File: config.mk
export PLATFORM = sky130hd
export DESIGN_NAME = humidity_temp_frame_decoder
export DESIGN_NICKNAME = d
export VERILOG_FILES = /design/src/rtl/core/htfd_pkg.sv /design/src/rtl/core/htfd_front.sv /design/src/rtl/core/htfd_fifo.sv /design/src/rtl/core/htfd_back.sv /design/src/rtl/core/humidity_temp_frame_decoder.sv
export SDC_FILE = /design/constraint.sdc
export NUM_CORES = 1
export LEC_CHECK = 0
export BUFFER_PORTS_ARGS = -buffer_cell sky130_fd_sc_hd__buf_2
export CAP_MARGIN = 20
export CORE_MARGIN = 1.5
export CORE_UTILIZATION = 40
export CTS_BUF_LIST = sky130_fd_sc_hd__clkbuf_8
export DETAILED_ROUTE_END_ITERATION = 6
export PLACE_DENSITY = 0.53
export SETUP_SLACK_MARGIN = 0.5
export SLEW_MARGIN = 20
export SYNTH_ARGS = -nofsm -noshare
export SYNTH_HDL_FRONTEND = slang
export SYNTH_SLANG_ARGS = --single-unit
File: constraint.sdc
create_clock -name clk -period 7.78 [get_ports clk]
set_input_delay 1.167 -clock clk [delete_from_list [all_inputs] [get_ports clk]]
set_output_delay 1.167 -clock clk [all_outputs]
set_load 0.01 [all_outputs]
File: src/rtl/core/htfd_pkg.sv
package htfd_pkg;

    localparam int BYTE_W    = 8;
    localparam int WORD_W    = 16;
    localparam int TEMP_W    = 15;
    localparam int HUM_W     = 14;
    localparam int STATUS_W  = 2;
    localparam int PROD_W    = 31;
    localparam int QUOT_W    = 15;
    localparam int CFG_IDX_W = 1;

    localparam int FIFO_DEPTH_DEFAULT = 2;

    localparam logic [BYTE_W-1:0] CRC_POLY = 8'h31;
    localparam logic [BYTE_W-1:0] CRC_INIT = 8'hFF;

    // Scale factors in hundredths: span 175.0 and 100.0, offset -45.0
    localparam logic [PROD_W-1:0] TEMP_SPAN    = 31'd17500;
    localparam logic [PROD_W-1:0] HUM_SPAN     = 31'd10000;
    localparam logic [QUOT_W-1:0] TEMP_OFFSET  = 15'd4500;
    localparam logic [QUOT_W-1:0] HUM_MAX      = 15'd10000;

    localparam logic signed [TEMP_W-1:0] TEMP_LOW_RESET  = -15'sd4000;
    localparam logic signed [TEMP_W-1:0] TEMP_HIGH_RESET = 15'sd12500;

    localparam logic [CFG_IDX_W-1:0] CFG_TEMP_LOW  = 1'b0;
    localparam logic [CFG_IDX_W-1:0] CFG_TEMP_HIGH = 1'b1;

    typedef enum logic [2:0] {
        POS_TEMP_MSB,
        POS_TEMP_LSB,
        POS_TEMP_CRC,
        POS_HUM_MSB,
        POS_HUM_LSB,
        POS_HUM_CRC
    } byte_pos_t;

    typedef enum logic [STATUS_W-1:0] {
        STATUS_OK,
        STATUS_TEMP_CRC,
        STATUS_HUM_CRC,
        STATUS_RANGE
    } status_t;

    // One captured frame handed from the front end to the back end
    typedef struct packed {
        logic [WORD_W-1:0] temp_word;
        logic [WORD_W-1:0] hum_word;
        logic              temp_crc_bad;
        logic              hum_crc_bad;
    } frame_t;

    // Packed so that temp lands in the lowest bits
    typedef struct packed {
        status_t                    status;
        logic [HUM_W-1:0]           hum;
        logic signed [TEMP_W-1:0]   temp;
    } result_t;

    function automatic logic [BYTE_W-1:0] crc8_byte(input logic [BYTE_W-1:0] crc,
                                                    input logic [BYTE_W-1:0] data);
        logic [BYTE_W-1:0] c;
        c = crc ^ data;
        for (int i = 0; i < BYTE_W; i++)
        begin
            c = c[BYTE_W-1] ? ((c << 1) ^ CRC_POLY) : (c << 1);
        end
        return c;
    endfunction

    // floor(x / 65535): take x >> 16, then one correction step.
    // Remainder estimate is below twice the divisor for x < 2^31.
    function automatic logic [QUOT_W-1:0] div_word_max(input logic [PROD_W-1:0] x);
        logic [QUOT_W-1:0] q0;
        logic [WORD_W:0]   r;
        q0 = x[PROD_W-1:WORD_W];
        r  = {1'b0, x[WORD_W-1:0]} + {{(WORD_W+1-QUOT_W){1'b0}}, q0};
        if (r >= 17'd65535)
        begin
            q0 = q0 + 1'b1;
        end
        return q0;
    endfunction

endpackage

File: src/rtl/core/htfd_front.sv
module htfd_front
    import htfd_pkg::*;
(
    input  logic              clk,
    input  logic              rst_n,
    input  logic              byte_valid,
    output logic              byte_ready,
    input  logic [BYTE_W-1:0] rx_byte,
    input  logic              frame_start,
    input  logic              queue_full,
    output logic              push,
    output frame_t            frame
);

    byte_pos_t         pos_reg, pos_next, pos_eff;
    logic [BYTE_W-1:0] crc_reg, crc_next, crc_in, crc_upd;
    logic [WORD_W-1:0] temp_word_reg, temp_word_next;
    logic [WORD_W-1:0] hum_word_reg, hum_word_next;
    logic              temp_bad_reg, temp_bad_next;
    logic              accept;

    assign byte_ready = !queue_full;
    assign accept     = byte_valid && byte_ready;

    // Frame start forces byte zero and a fresh CRC
    assign pos_eff = frame_start ? POS_TEMP_MSB : pos_reg;
    assign crc_in  = frame_start ? CRC_INIT : crc_reg;
    assign crc_upd = crc8_byte(crc_in, rx_byte);

    // Next byte position
    always_comb
    begin
        pos_next = pos_reg;
        if (accept)
        begin
            unique case (pos_eff)
                POS_TEMP_MSB: pos_next = POS_TEMP_LSB;
                POS_TEMP_LSB: pos_next = POS_TEMP_CRC;
                POS_TEMP_CRC: pos_next = POS_HUM_MSB;
                POS_HUM_MSB:  pos_next = POS_HUM_LSB;
                POS_HUM_LSB:  pos_next = POS_HUM_CRC;
                default:      pos_next = POS_TEMP_MSB;
            endcase
        end
    end

    // Datapath updates per byte position
    always_comb
    begin
        crc_next       = crc_reg;
        temp_word_next = temp_word_reg;
        hum_word_next  = hum_word_reg;
        temp_bad_next  = temp_bad_reg;
        push           = 1'b0;
        if (accept)
        begin
            unique case (pos_eff)
                POS_TEMP_MSB:
                begin
                    temp_word_next = {rx_byte, temp_word_reg[BYTE_W-1:0]};
                    crc_next       = crc_upd;
                end
                POS_TEMP_LSB:
                begin
                    temp_word_next = {temp_word_reg[WORD_W-1:BYTE_W], rx_byte};
                    crc_next       = crc_upd;
                end
                POS_TEMP_CRC:
                begin
                    temp_bad_next = (rx_byte != crc_in);
                    crc_next      = CRC_INIT;
                end
                POS_HUM_MSB:
                begin
                    hum_word_next = {rx_byte, hum_word_reg[BYTE_W-1:0]};
                    crc_next      = crc_upd;
                end
                POS_HUM_LSB:
                begin
                    hum_word_next = {hum_word_reg[WORD_W-1:BYTE_W], rx_byte};
                    crc_next      = crc_upd;
                end
                default:
                begin
                    crc_next      = CRC_INIT;
                    temp_bad_next = 1'b0;
                    push          = 1'b1;
                end
            endcase
        end
    end

    assign frame.temp_word    = temp_word_reg;
    assign frame.hum_word     = hum_word_reg;
    assign frame.temp_crc_bad = temp_bad_reg;
    assign frame.hum_crc_bad  = (rx_byte != crc_in);

    always_ff @(posedge clk or negedge rst_n)
    begin
        if (!rst_n)
        begin
            pos_reg      <= POS_TEMP_MSB;
            crc_reg      <= CRC_INIT;
            temp_bad_reg <= 1'b0;
        end
        else
        begin
            pos_reg      <= pos_next;
            crc_reg      <= crc_next;
            temp_bad_reg <= temp_bad_next;
        end
    end

    always_ff @(posedge clk)
    begin
        temp_word_reg <= temp_word_next;
        hum_word_reg  <= hum_word_next;
    end

endmodule

File: src/rtl/core/htfd_fifo.sv
module htfd_fifo
    import htfd_pkg::*;
#(
    parameter int DEPTH = FIFO_DEPTH_DEFAULT
)
(
    input  logic   clk,
    input  logic   rst_n,
    input  logic   push,
    input  frame_t push_data,
    output logic   full,
    input  logic   pop,
    output frame_t pop_data,
    output logic   empty
);

    localparam int PTR_W = (DEPTH > 1) ? $clog2(DEPTH) : 1;
    localparam int CNT_W = $clog2(DEPTH + 1);
    localparam logic [PTR_W-1:0] LAST_PTR = PTR_W'(DEPTH - 1);
    localparam logic [CNT_W-1:0] FULL_CNT = CNT_W'(DEPTH);

    frame_t            mem_reg [DEPTH];
    logic [PTR_W-1:0]  wr_ptr_reg, wr_ptr_next;
    logic [PTR_W-1:0]  rd_ptr_reg, rd_ptr_next;
    logic [CNT_W-1:0]  count_reg, count_next;
    logic              do_push, do_pop;

    assign full     = (count_reg == FULL_CNT);
    assign empty    = (count_reg == '0);
    assign do_push  = push && !full;
    assign do_pop   = pop && !empty;
    assign pop_data = mem_reg[rd_ptr_reg];

    always_comb
    begin
        wr_ptr_next = wr_ptr_reg;
        rd_ptr_next = rd_ptr_reg;
        count_next  = count_reg;
        if (do_push)
        begin
            wr_ptr_next = (wr_ptr_reg == LAST_PTR) ? '0 : wr_ptr_reg + 1'b1;
        end
        if (do_pop)
        begin
            rd_ptr_next = (rd_ptr_reg == LAST_PTR) ? '0 : rd_ptr_reg + 1'b1;
        end
        if (do_push && !do_pop)
        begin
            count_next = count_reg + 1'b1;
        end
        else if (do_pop && !do_push)
        begin
            count_next = count_reg - 1'b1;
        end
    end

    always_ff @(posedge clk or negedge rst_n)
    begin
        if (!rst_n)
        begin
            wr_ptr_reg <= '0;
            rd_ptr_reg <= '0;
            count_reg  <= '0;
        end
        else
        begin
            wr_ptr_reg <= wr_ptr_next;
            rd_ptr_reg <= rd_ptr_next;
            count_reg  <= count_next;
        end
    end

    always_ff @(posedge clk)
    begin
        if (do_push)
        begin
            mem_reg[wr_ptr_reg] <= push_data;
        end
    end

endmodule

File: src/rtl/core/htfd_back.sv
module htfd_back
    import htfd_pkg::*;
(
    input  logic                     clk,
    input  logic                     rst_n,
    input  logic                     in_valid,
    output logic                     in_ready,
    input  frame_t                   in_frame,
    input  logic signed [TEMP_W-1:0] temp_low,
    input  logic signed [TEMP_W-1:0] temp_high,
    output logic                     out_valid,
    input  logic                     out_ready,
    output result_t                  out_result
);

    // Stage 1: products
    logic              v1_reg;
    logic [PROD_W-1:0] temp_prod_reg, hum_prod_reg;
    logic              temp_bad1_reg, hum_bad1_reg;
    // Stage 2: quotients
    logic                     v2_reg;
    logic signed [TEMP_W-1:0] temp2_reg;
    logic [HUM_W-1:0]         hum2_reg;
    logic                     temp_bad2_reg, hum_bad2_reg;
    // Stage 3: result register
    logic    v3_reg;
    result_t res3_reg;

    logic              s1_ready, s2_ready, s3_ready;
    logic              load1, load2, load3;
    logic [QUOT_W-1:0] temp_q, hum_q, hum_clamped;
    logic              out_of_range;
    status_t           status_next;

    assign s3_ready = !v3_reg || out_ready;
    assign s2_ready = !v2_reg || s3_ready;
    assign s1_ready = !v1_reg || s2_ready;
    assign in_ready = s1_ready;

    assign load1 = in_valid && s1_ready;
    assign load2 = v1_reg && s2_ready;
    assign load3 = v2_reg && s3_ready;

    assign temp_q      = div_word_max(temp_prod_reg);
    assign hum_q       = div_word_max(hum_prod_reg);
    assign hum_clamped = (hum_q > HUM_MAX) ? HUM_MAX : hum_q;

    assign out_of_range = (temp2_reg < temp_low) || (temp2_reg > temp_high);

    always_comb
    begin
        priority if (temp_bad2_reg)
        begin
            status_next = STATUS_TEMP_CRC;
        end
        else if (hum_bad2_reg)
        begin
            status_next = STATUS_HUM_CRC;
        end
        else if (out_of_range)
        begin
            status_next = STATUS_RANGE;
        end
        else
        begin
            status_next = STATUS_OK;
        end
    end

    always_ff @(posedge clk or negedge rst_n)
    begin
        if (!rst_n)
        begin
            v1_reg <= 1'b0;
            v2_reg <= 1'b0;
            v3_reg <= 1'b0;
        end
        else
        begin
            if (s1_ready)
            begin
                v1_reg <= in_valid;
            end
            if (s2_ready)
            begin
                v2_reg <= v1_reg;
            end
            if (s3_ready)
            begin
                v3_reg <= v2_reg;
            end
        end
    end

    always_ff @(posedge clk)
    begin
        if (load1)
        begin
            temp_prod_reg <= TEMP_SPAN * PROD_W'(in_frame.temp_word);
            hum_prod_reg  <= HUM_SPAN * PROD_W'(in_frame.hum_word);
            temp_bad1_reg <= in_frame.temp_crc_bad;
            hum_bad1_reg  <= in_frame.hum_crc_bad;
        end
        if (load2)
        begin
            temp2_reg     <= $signed(temp_q - TEMP_OFFSET);
            hum2_reg      <= hum_clamped[HUM_W-1:0];
            temp_bad2_reg <= temp_bad1_reg;
            hum_bad2_reg  <= hum_bad1_reg;
        end
        if (load3)
        begin
            res3_reg.temp   <= temp2_reg;
            res3_reg.hum    <= hum2_reg;
            res3_reg.status <= status_next;
        end
    end

    assign out_valid  = v3_reg;
    assign out_result = res3_reg;

endmodule

File: src/rtl/core/humidity_temp_frame_decoder.sv
// Measurement frame decoder for a temperature/humidity sensor. Feed the six
// frame bytes one per beat in wire order (temperature MSB, LSB, CRC, humidity
// MSB, LSB, CRC); set s_tuser on the first byte to resync the byte count. Each
// word is checked with CRC-8 (poly 0x31, init 0xFF). After the sixth byte one
// result beat carries temperature in centidegrees, humidity in centipercent
// and a status code: temperature CRC bad, then humidity CRC bad, then
// temperature outside the programmed limits, first failure wins. Rate: one
// byte per clock while s_tready is high, so one result per six bytes. The
// front end updates CRC and byte count as each byte is accepted; completed
// frames go through a FIFO_DEPTH-entry queue into a three-stage conversion
// pipe (multiply, divide-by-65535 correction, limit check); m_tvalid rises
// once a frame has passed the queue and the product, quotient and result
// registers. s_tready drops only while the queue is full, i.e. when the
// result side has been stalled for several frames. Write the limit registers
// through cfg_we/cfg_index/cfg_wdata while idle.
module humidity_temp_frame_decoder
    import htfd_pkg::*;
#(
    parameter int FIFO_DEPTH = FIFO_DEPTH_DEFAULT
)
(
    input  logic                 clk,
    input  logic                 rst_n,
    // input byte stream
    input  logic                 s_tvalid,
    output logic                 s_tready,
    input  logic [7:0]           s_tdata,   // [7:0] rx_byte
    input  logic                 s_tuser,   // [0] frame_start
    // result stream
    output logic                 m_tvalid,
    input  logic                 m_tready,
    output logic [31:0]          m_tdata,   // [14:0] temp_centideg,
                                            // [28:15] humidity_centipct,
                                            // [30:29] frame_status, [31] zero
    // limit registers
    input  logic                 cfg_we,
    input  logic [CFG_IDX_W-1:0] cfg_index,
    input  logic [TEMP_W-1:0]    cfg_wdata
);

    logic signed [TEMP_W-1:0] temp_low_reg, temp_high_reg;

    logic    push, queue_full, queue_empty, pop;
    frame_t  push_frame, pop_frame;
    result_t result;

    // Capture limit writes; index past the list is ignored
    always_ff @(posedge clk or negedge rst_n)
    begin
        if (!rst_n)
        begin
            temp_low_reg  <= TEMP_LOW_RESET;
            temp_high_reg <= TEMP_HIGH_RESET;
        end
        else if (cfg_we)
        begin
            if (cfg_index == CFG_TEMP_LOW)
            begin
                temp_low_reg <= $signed(cfg_wdata);
            end
            if (cfg_index == CFG_TEMP_HIGH)
            begin
                temp_high_reg <= $signed(cfg_wdata);
            end
        end
    end

    // Front end: byte count, word assembly, CRC check
    htfd_front u_front
    (
        .clk         (clk),
        .rst_n       (rst_n),
        .byte_valid  (s_tvalid),
        .byte_ready  (s_tready),
        .rx_byte     (s_tdata),
        .frame_start (s_tuser),
        .queue_full  (queue_full),
        .push        (push),
        .frame       (push_frame)
    );

    // Frame queue decoupling the byte side from the result side
    htfd_fifo #(
        .DEPTH (FIFO_DEPTH)
    ) u_fifo
    (
        .clk       (clk),
        .rst_n     (rst_n),
        .push      (push),
        .push_data (push_frame),
        .full      (queue_full),
        .pop       (pop),
        .pop_data  (pop_frame),
        .empty     (queue_empty)
    );

    // Back end: scaling, limit check, output register
    htfd_back u_back
    (
        .clk        (clk),
        .rst_n      (rst_n),
        .in_valid   (!queue_empty),
        .in_ready   (pop),
        .in_frame   (pop_frame),
        .temp_low   (temp_low_reg),
        .temp_high  (temp_high_reg),
        .out_valid  (m_tvalid),
        .out_ready  (m_tready),
        .out_result (result)
    );

    assign m_tdata = {1'b0, result};

    // Humidity never exceeds full scale on a delivered beat
    a_hum_range: assert property (@(posedge clk) disable iff (!rst_n)
        m_tvalid |-> (result.hum <= HUM_MAX[HUM_W-1:0]))
        else $error("humidity above full scale");

    // Temperature stays within the sensor span
    a_temp_span: assert property (@(posedge clk) disable iff (!rst_n)
        m_tvalid |-> (result.temp >= -15'sd4500) && (result.temp <= 15'sd13000))
        else $error("temperature outside sensor span");

    // An OK status implies the temperature lies inside the limits
    a_ok_in_limits: assert property (@(posedge clk) disable iff (!rst_n)
        (m_tvalid && (result.status == STATUS_OK)) |->
            ((result.temp >= temp_low_reg) && (result.temp <= temp_high_reg)))
        else $error("OK status with temperature outside limits");

    // Input backpressure only comes from a full frame queue
    a_stall_cause: assert property (@(posedge clk) disable iff (!rst_n)
        !s_tready |-> queue_full && !queue_empty)
        else $error("input stalled without full queue");

endmodule
======== Word-level counts from Yosys, hierarchy flattened ========
Memory sizes are Yosys's and may differ from the RTL's.
Index checks and enable logic that the tools add are counted.
operators by class
  reduce and logical (&&, ||, !) cells .... 30
  magnitude comparators ................... 5
  bitwise operators ....................... 15
  multipliers ............................. 2
  $add $sub $neg .......................... 9
  eq/ne operators ......................... 6
  mux-type cells .......................... 27
operator list
  cell                                                                                    count
  16-bit case mux with 2 select lines                                                     2
  6-bit 2-to-1 mux                                                                        8
  17-bit by 16-bit greater-or-equal comparator with 1-bit output (second input constant)  2
  15-bit 2-to-1 mux                                                                       2
  13-bit by 16-bit multiplier with 29-bit output (first input constant)                   1
  10-bit by 16-bit multiplier with 26-bit output (first input constant)                   1
  3-bit inverter                                                                          8
  16-bit by 14-bit adder with 17-bit output                                               1
  16-bit by 15-bit adder with 17-bit output                                               1
  8-bit 2-to-1 mux                                                                        2
  14-bit by 1-bit adder with 15-bit output (second input constant)                        1
  15-bit by 1-bit adder with 15-bit output (second input constant)                        1
  15-bit by 14-bit > comparator with 1-bit output (second input constant)                 1
  15-bit > comparator                                                                     1
  15-bit less-than comparator                                                             1
  3-bit case mux with 5 select lines                                                      1
  15-bit by 13-bit subtractor with 15-bit output (second input constant)                  1
  3-bit AND reduction                                                                     4
  2-bit 2-to-1 mux                                                                        4
  8-bit inequality test                                                                   1
  8-bit bitwise XOR                                                                       1
  1-bit logical AND                                                                       7
  1-bit zero test                                                                         7
  3-bit by 2-bit == test with 1-bit output (second input constant)                        2
  other kinds (17)                                                                        33
storage, ports and cells
  register bits after elaboration ......... 200
  RAM bits ................................ 68
  bits of input ports ..................... 30
  memories kept ........................... 1
memories
  name            words  bits a word  rd ports  clocked after Yosys merged registers in  wr ports  line             source
  u_fifo.mem_reg  2      34           1         0                                        1         htfd_fifo.sv:22  frame_t mem_reg [DEPTH];

======== Logic depth before layout (Yosys ltp) ========
  word-level depth ........................ 19
  mapped depth ............................ 25
  mapped depth without buffers ............ 23

======== Cells and area by module ========
Synthesis repeated with hierarchy kept, for this count alone.
unflattened totals
  cell total of the unflattened synthesis .. 1673
  area total of the unflattened synthesis .. 19087.1 sq um
modules (own cells, without submodules)
  module                       instances  cells an instance  area an instance (sq um)  seq. area each (sq um)
  htfd_back                    1          1296               12899.9                   3648.5
  htfd_fifo                    1          125                2801.4                    2142.1
  htfd_front                   1          184                2182.1                    1271.2
  humidity_temp_frame_decoder  1          68                 1203.7                    764.5

======== Worst setup path after synthesis ========
OpenSTA, ideal clock, no wires.
  kind .................................... register -> register
  start ................................... register u_fifo.rd_ptr_reg
  end ..................................... register u_back.hum_prod_reg[29], data pin
  period minus slack after synthesis ...... 6.289 ns
  setup slack ............................. 1.491 ns
  required time ........................... 7.522 ns
  stages on the path, launching flop included .. 24
  data arrival time ....................... 6.032 ns
  path buffers ............................ 2
  cells stage by stage .................... dfrtp_1 > clkbuf_1 > clkbuf_1 > mux2i_1 > inv_1 > fa_1 > ha_1 > inv_1 > fa_1 > inv_1 > ha_1 > inv_1 > fa_1 > inv_1 > ha_1 > a21o_1 > a21oi_1 > o21ai_0 > a2111oi_0 > o31ai_1 > or4_1 > a31o_2 > a21oi_1 > xnor2_1
on the way
  longest elaborated chain between the ends .. 2
RTL lines
  element                                         line              source
  from (decl)                                     htfd_fifo.sv:24   logic [PTR_W-1:0] rd_ptr_reg, rd_ptr_next;
  from (signal assigned)                          htfd_fifo.sv:68   rd_ptr_reg <= rd_ptr_next;
  memory 2 x 34 bit                               n/a
  10-bit by 16-bit multiplier with 26-bit output  htfd_back.sv:100  hum_prod_reg <= HUM_SPAN * PROD_W'(in_frame.hum_word);
  to (signal assigned)                            htfd_back.sv:100
  to (decl)                                       htfd_back.sv:18   logic [PROD_W-1:0] temp_prod_reg, hum_prod_reg;
No other way between the ends.
A chain may end at the register's enable or synchronous reset.

======== Final worst setup path ========
  start ................................... register u_fifo.rd_ptr_reg
  end ..................................... register u_back.temp_prod_reg[29], data pin
on the way
  longest elaborated chain between the ends .. 2
RTL lines
  element                                         line             source
  memory 2 x 34 bit                               n/a
  13-bit by 16-bit multiplier with 29-bit output  htfd_back.sv:99  temp_prod_reg <= TEMP_SPAN * PROD_W'(in_frame.temp_word);
  to (signal assigned)                            htfd_back.sv:99
  to (decl)                                       htfd_back.sv:18
No other way between the ends.

==> reports/results.ini <==
[synthesis]
syn-instance-count=1606
yosys_warnings=0
async_flop_share=0.183
postSynthRegisterBits=268
postSynth.topFlopCell=sky130_fd_sc_hd__edfxtp_1
synth_sequential_area_ratio=0.427
synth.lib_cells_used.distinct=71
syn_area_um2=18300
postSynthNetCount=1941
postSynthAreaPerCell_um2=11.4
synth_enable_flop_cells=219

[grt]
overflow=0
grt_antenna_before_repair=0
grt_pass1_wl_um=60200
first_global_vias=11700
maximum_number_of_pins_on_one_net_before_global_route_repair=50
groute.usage.overall=0.159

[clock_network]
cts_max_level=2
cts_root_buffer=sky130_fd_sc_hd__clkbuf_8
tritoncts=done
cts.sink_count=268
post_cts_setup_repair_buffer_count=0
holdBufCountCts=0
path_clk_slew_ps=60
clockBufferDepth=3
clk-insertion-delay-late_ps=610
tritoncts.num_buffers=47
cts-resized-gates=0

[route]
drc=0
routed_wirelength_um=36300
vias_per_cell=4.91
dr.first_iter.drc_count=589
drt_pass1_iterations=5
detail-route-antenna-nets=0
via_count=11500
wire_per_inst_um=15.5

[hold_path]
worst_hold_path_type=flop to flop
holdCritStartpoint=u_back.hum2_reg[10]

[die]
die_height_um=217
dieArea_um2=47100
floorplan.rows=78
start_util=0.405
chipWidth_um=217
core_region_area_um2=45300
pin_count=64

[finish]
area_growth_syn_to_layout_pct=10.9
num-nets-final=2033
largest_register_ffs=68
final_layout_size_suffix_gt1_frac=0.130
antenna_cells=0

[status]
status=completed

[critical_path]
timing.critical_path.to_type=flop
startpoint=u_fifo.rd_ptr_reg
cp_data_arrival_time_ps=7100
critical_path.max_stage_delay_ps=810
reg2reg_from=u_fifo.rd_ptr_reg
crit_path_top_delay_cell=sky130_fd_sc_hd__dfrtp_1
critical_path_class=flop to flop
worst-path-max-fanout=16
critical_path.most_common_cell=sky130_fd_sc_hd__inv_1
crit_path_cell_trace=buf_4 > mux2_2 > ha_1 > inv_1 > fa_1 > inv_1 > ha_1 > fa_1 > inv_1 > fa_1 > inv_1 > ha_1 > a21o_1 > a21oi_1 > nor3b_1 > o21ai_0 > a2111oi_0 > o31ai_1 > a31o_2 > a21oi_1 > xnor2_1
worstSetupStartpointType=flop
crit_required_ps=8130

[sta]
fin_crit_sh=0.867
skew_ps=47.1
grt_setup_unrepaired=false
setup-tns-final_ps=0
tightest_slew_ps=851
slew_viol_final=0
fin_crit_ps=6750
hold_viol=0
achievable-frequency_ghz=0.148
worst_slew_margin_rel=0.432
setup_viol_count_final=0

[place]
io_buffer_count=62
detailedPlacementHpwl_um=28300
globalplace.congestion=0.872

[job]
number_of_max_cap_violations=0

==> Yosys cell counts (10+ instances only) <==
library cell               count  area, um^2
sky130_fd_sc_hd__nor2_1       69         259
sky130_fd_sc_hd__xor2_1       27         236
sky130_fd_sc_hd__xnor2_1      75         657
sky130_fd_sc_hd__o21a_1       18         135
sky130_fd_sc_hd__ha_1        223        2790
sky130_fd_sc_hd__dfrtp_1      30         751
sky130_fd_sc_hd__nand2b_1     15        93.8
sky130_fd_sc_hd__clkbuf_1     24        90.1
sky130_fd_sc_hd__o21ai_0      46         230
sky130_fd_sc_hd__nor2b_1      27         169
sky130_fd_sc_hd__and2_1       27         169
sky130_fd_sc_hd__o31ai_1      10        75.1
sky130_fd_sc_hd__fa_1         82        1640
sky130_fd_sc_hd__inv_1       256         961
sky130_fd_sc_hd__a21oi_1      73         365
sky130_fd_sc_hd__nor3_1       38         190
sky130_fd_sc_hd__nand4_1      14        87.6
sky130_fd_sc_hd__o21bai_1     13        97.6
sky130_fd_sc_hd__nand2_1      61         229
sky130_fd_sc_hd__mux2_2       34         383
sky130_fd_sc_hd__edfxtp_1    219        6580
sky130_fd_sc_hd__dfstp_2      19         499
sky130_fd_sc_hd__a21o_1       26         195
sky130_fd_sc_hd__nand3_1      22         110
sky130_fd_sc_hd__and3_1       11        68.8
sky130_fd_sc_hd__mux2i_1      22         220
==> worst paths after layout <==
check	endpoint	slack, ps	cells after the start
hold reg to reg	u_back.out_result[25]	420	0
max in group asynchronous	u_front.pos_reg[1]	6570	2
hold / removal	u_back.out_result[25]	420	0
setup / recovery	u_back.temp_prod_reg[29]	1030	21
min in group asynchronous	temp_high_reg[8]	690	2
setup reg to reg	u_back.temp_prod_reg[29]	1030	21
==> stage by stage <==
step           std cells  worst slack (ps)  hold slack [ps]   util  cell area, um^2
6_report            2336              1030              416  0.449            20300
5_1_grt             2336               555              416  0.449            20300
4_1_cts             2336              1000              414  0.449            20300
3_5_place_dp        2249               977              405  0.427            19300
3_3_place_gp        2249              1080              403  0.427            19300
2_1_floorplan       1606              1490              400      -            18300
==> cells in the final DEF (no fill, tap or decap), types with 8 or more instances in the layout <==
| cell type | n |
|---|---|
| sky130_fd_sc_hd__a211oi_1 | 8 |
| sky130_fd_sc_hd__a21o_1 | 26 |
| sky130_fd_sc_hd__a21oi_1 | 73 |
| sky130_fd_sc_hd__and2_1 | 27 |
| sky130_fd_sc_hd__and3_1 | 11 |
| sky130_fd_sc_hd__buf_2 | 62 |
| sky130_fd_sc_hd__buf_4 | 10 |
| sky130_fd_sc_hd__clkbuf_8 | 53 |
| sky130_fd_sc_hd__clkinv_1 | 11 |
| sky130_fd_sc_hd__dfrtp_1 | 30 |
| sky130_fd_sc_hd__dfstp_2 | 19 |
| sky130_fd_sc_hd__edfxtp_1 | 219 |
| sky130_fd_sc_hd__fa_1 | 82 |
| sky130_fd_sc_hd__ha_1 | 223 |
| sky130_fd_sc_hd__inv_1 | 266 |
| sky130_fd_sc_hd__mux2_2 | 34 |
| sky130_fd_sc_hd__mux2i_1 | 22 |
| sky130_fd_sc_hd__nand2_1 | 61 |
| sky130_fd_sc_hd__nand2b_1 | 15 |
| sky130_fd_sc_hd__nand3_1 | 22 |
| sky130_fd_sc_hd__nand4_1 | 14 |
| sky130_fd_sc_hd__nor2_1 | 69 |
| sky130_fd_sc_hd__nor2b_1 | 26 |
| sky130_fd_sc_hd__nor3_1 | 37 |
| sky130_fd_sc_hd__o21a_1 | 18 |
| sky130_fd_sc_hd__o21ai_0 | 46 |
| sky130_fd_sc_hd__o21bai_1 | 13 |
| sky130_fd_sc_hd__o22ai_1 | 8 |
| sky130_fd_sc_hd__o31ai_1 | 10 |
| sky130_fd_sc_hd__or2_2 | 9 |
| sky130_fd_sc_hd__xnor2_1 | 75 |
| sky130_fd_sc_hd__xor2_1 | 27 |
==> cell families (layout without fill, tap and decap cells) <==
family	Yosys count	count (layout)	synth area share
AOI/OAI and AO/OA	253	253	0.0919
xor gates and xnor gates	102	102	0.0488
adders and majority gates	305	305	0.242
buffers and inverters	286	416	0.0596
DFF	268	268	0.427
muxes	56	56	0.0329
other	1	1	0.000205
and+or+nand+nor	335	335	0.0975
==> routing by layer <==
metal | wire (um) | GRT usage | vias up
li1 | - | - | 5821
met1 | 17500 | 0.213 | 5411
met2 | 16700 | 0.263 | 182
met3 | 1140 | 0.0261 | 52
met4 | 869 | 0.0528 | 0
met5 | 0 | 0 | -
==> critical path, delay by kind of cell (launching register included) <==
kind / cells / cell delay, ps
and+or+nand+nor: 1 / 250
buffers and inverters: 5 / 520
adders and majority gates: 6 / 2470
muxes: 1 / 460
xor gates and xnor gates: 1 / 90
DFF: 1 / 810
AOI/OAI and AO/OA: 7 / 1910
==> cell type report <==
type,instances,area [um^2]
repair buffers,72,385
well taps,600,751
clock buffers,53,729
inverters,257,965
multi-input cells,1052,9410
fillers,4264,25000
clock inverters,34,253
flip-flops and latches,268,7830
Power is not shown: default switching activity piles up to over one toggle a cycle in this logic, so the estimate is an artifact.
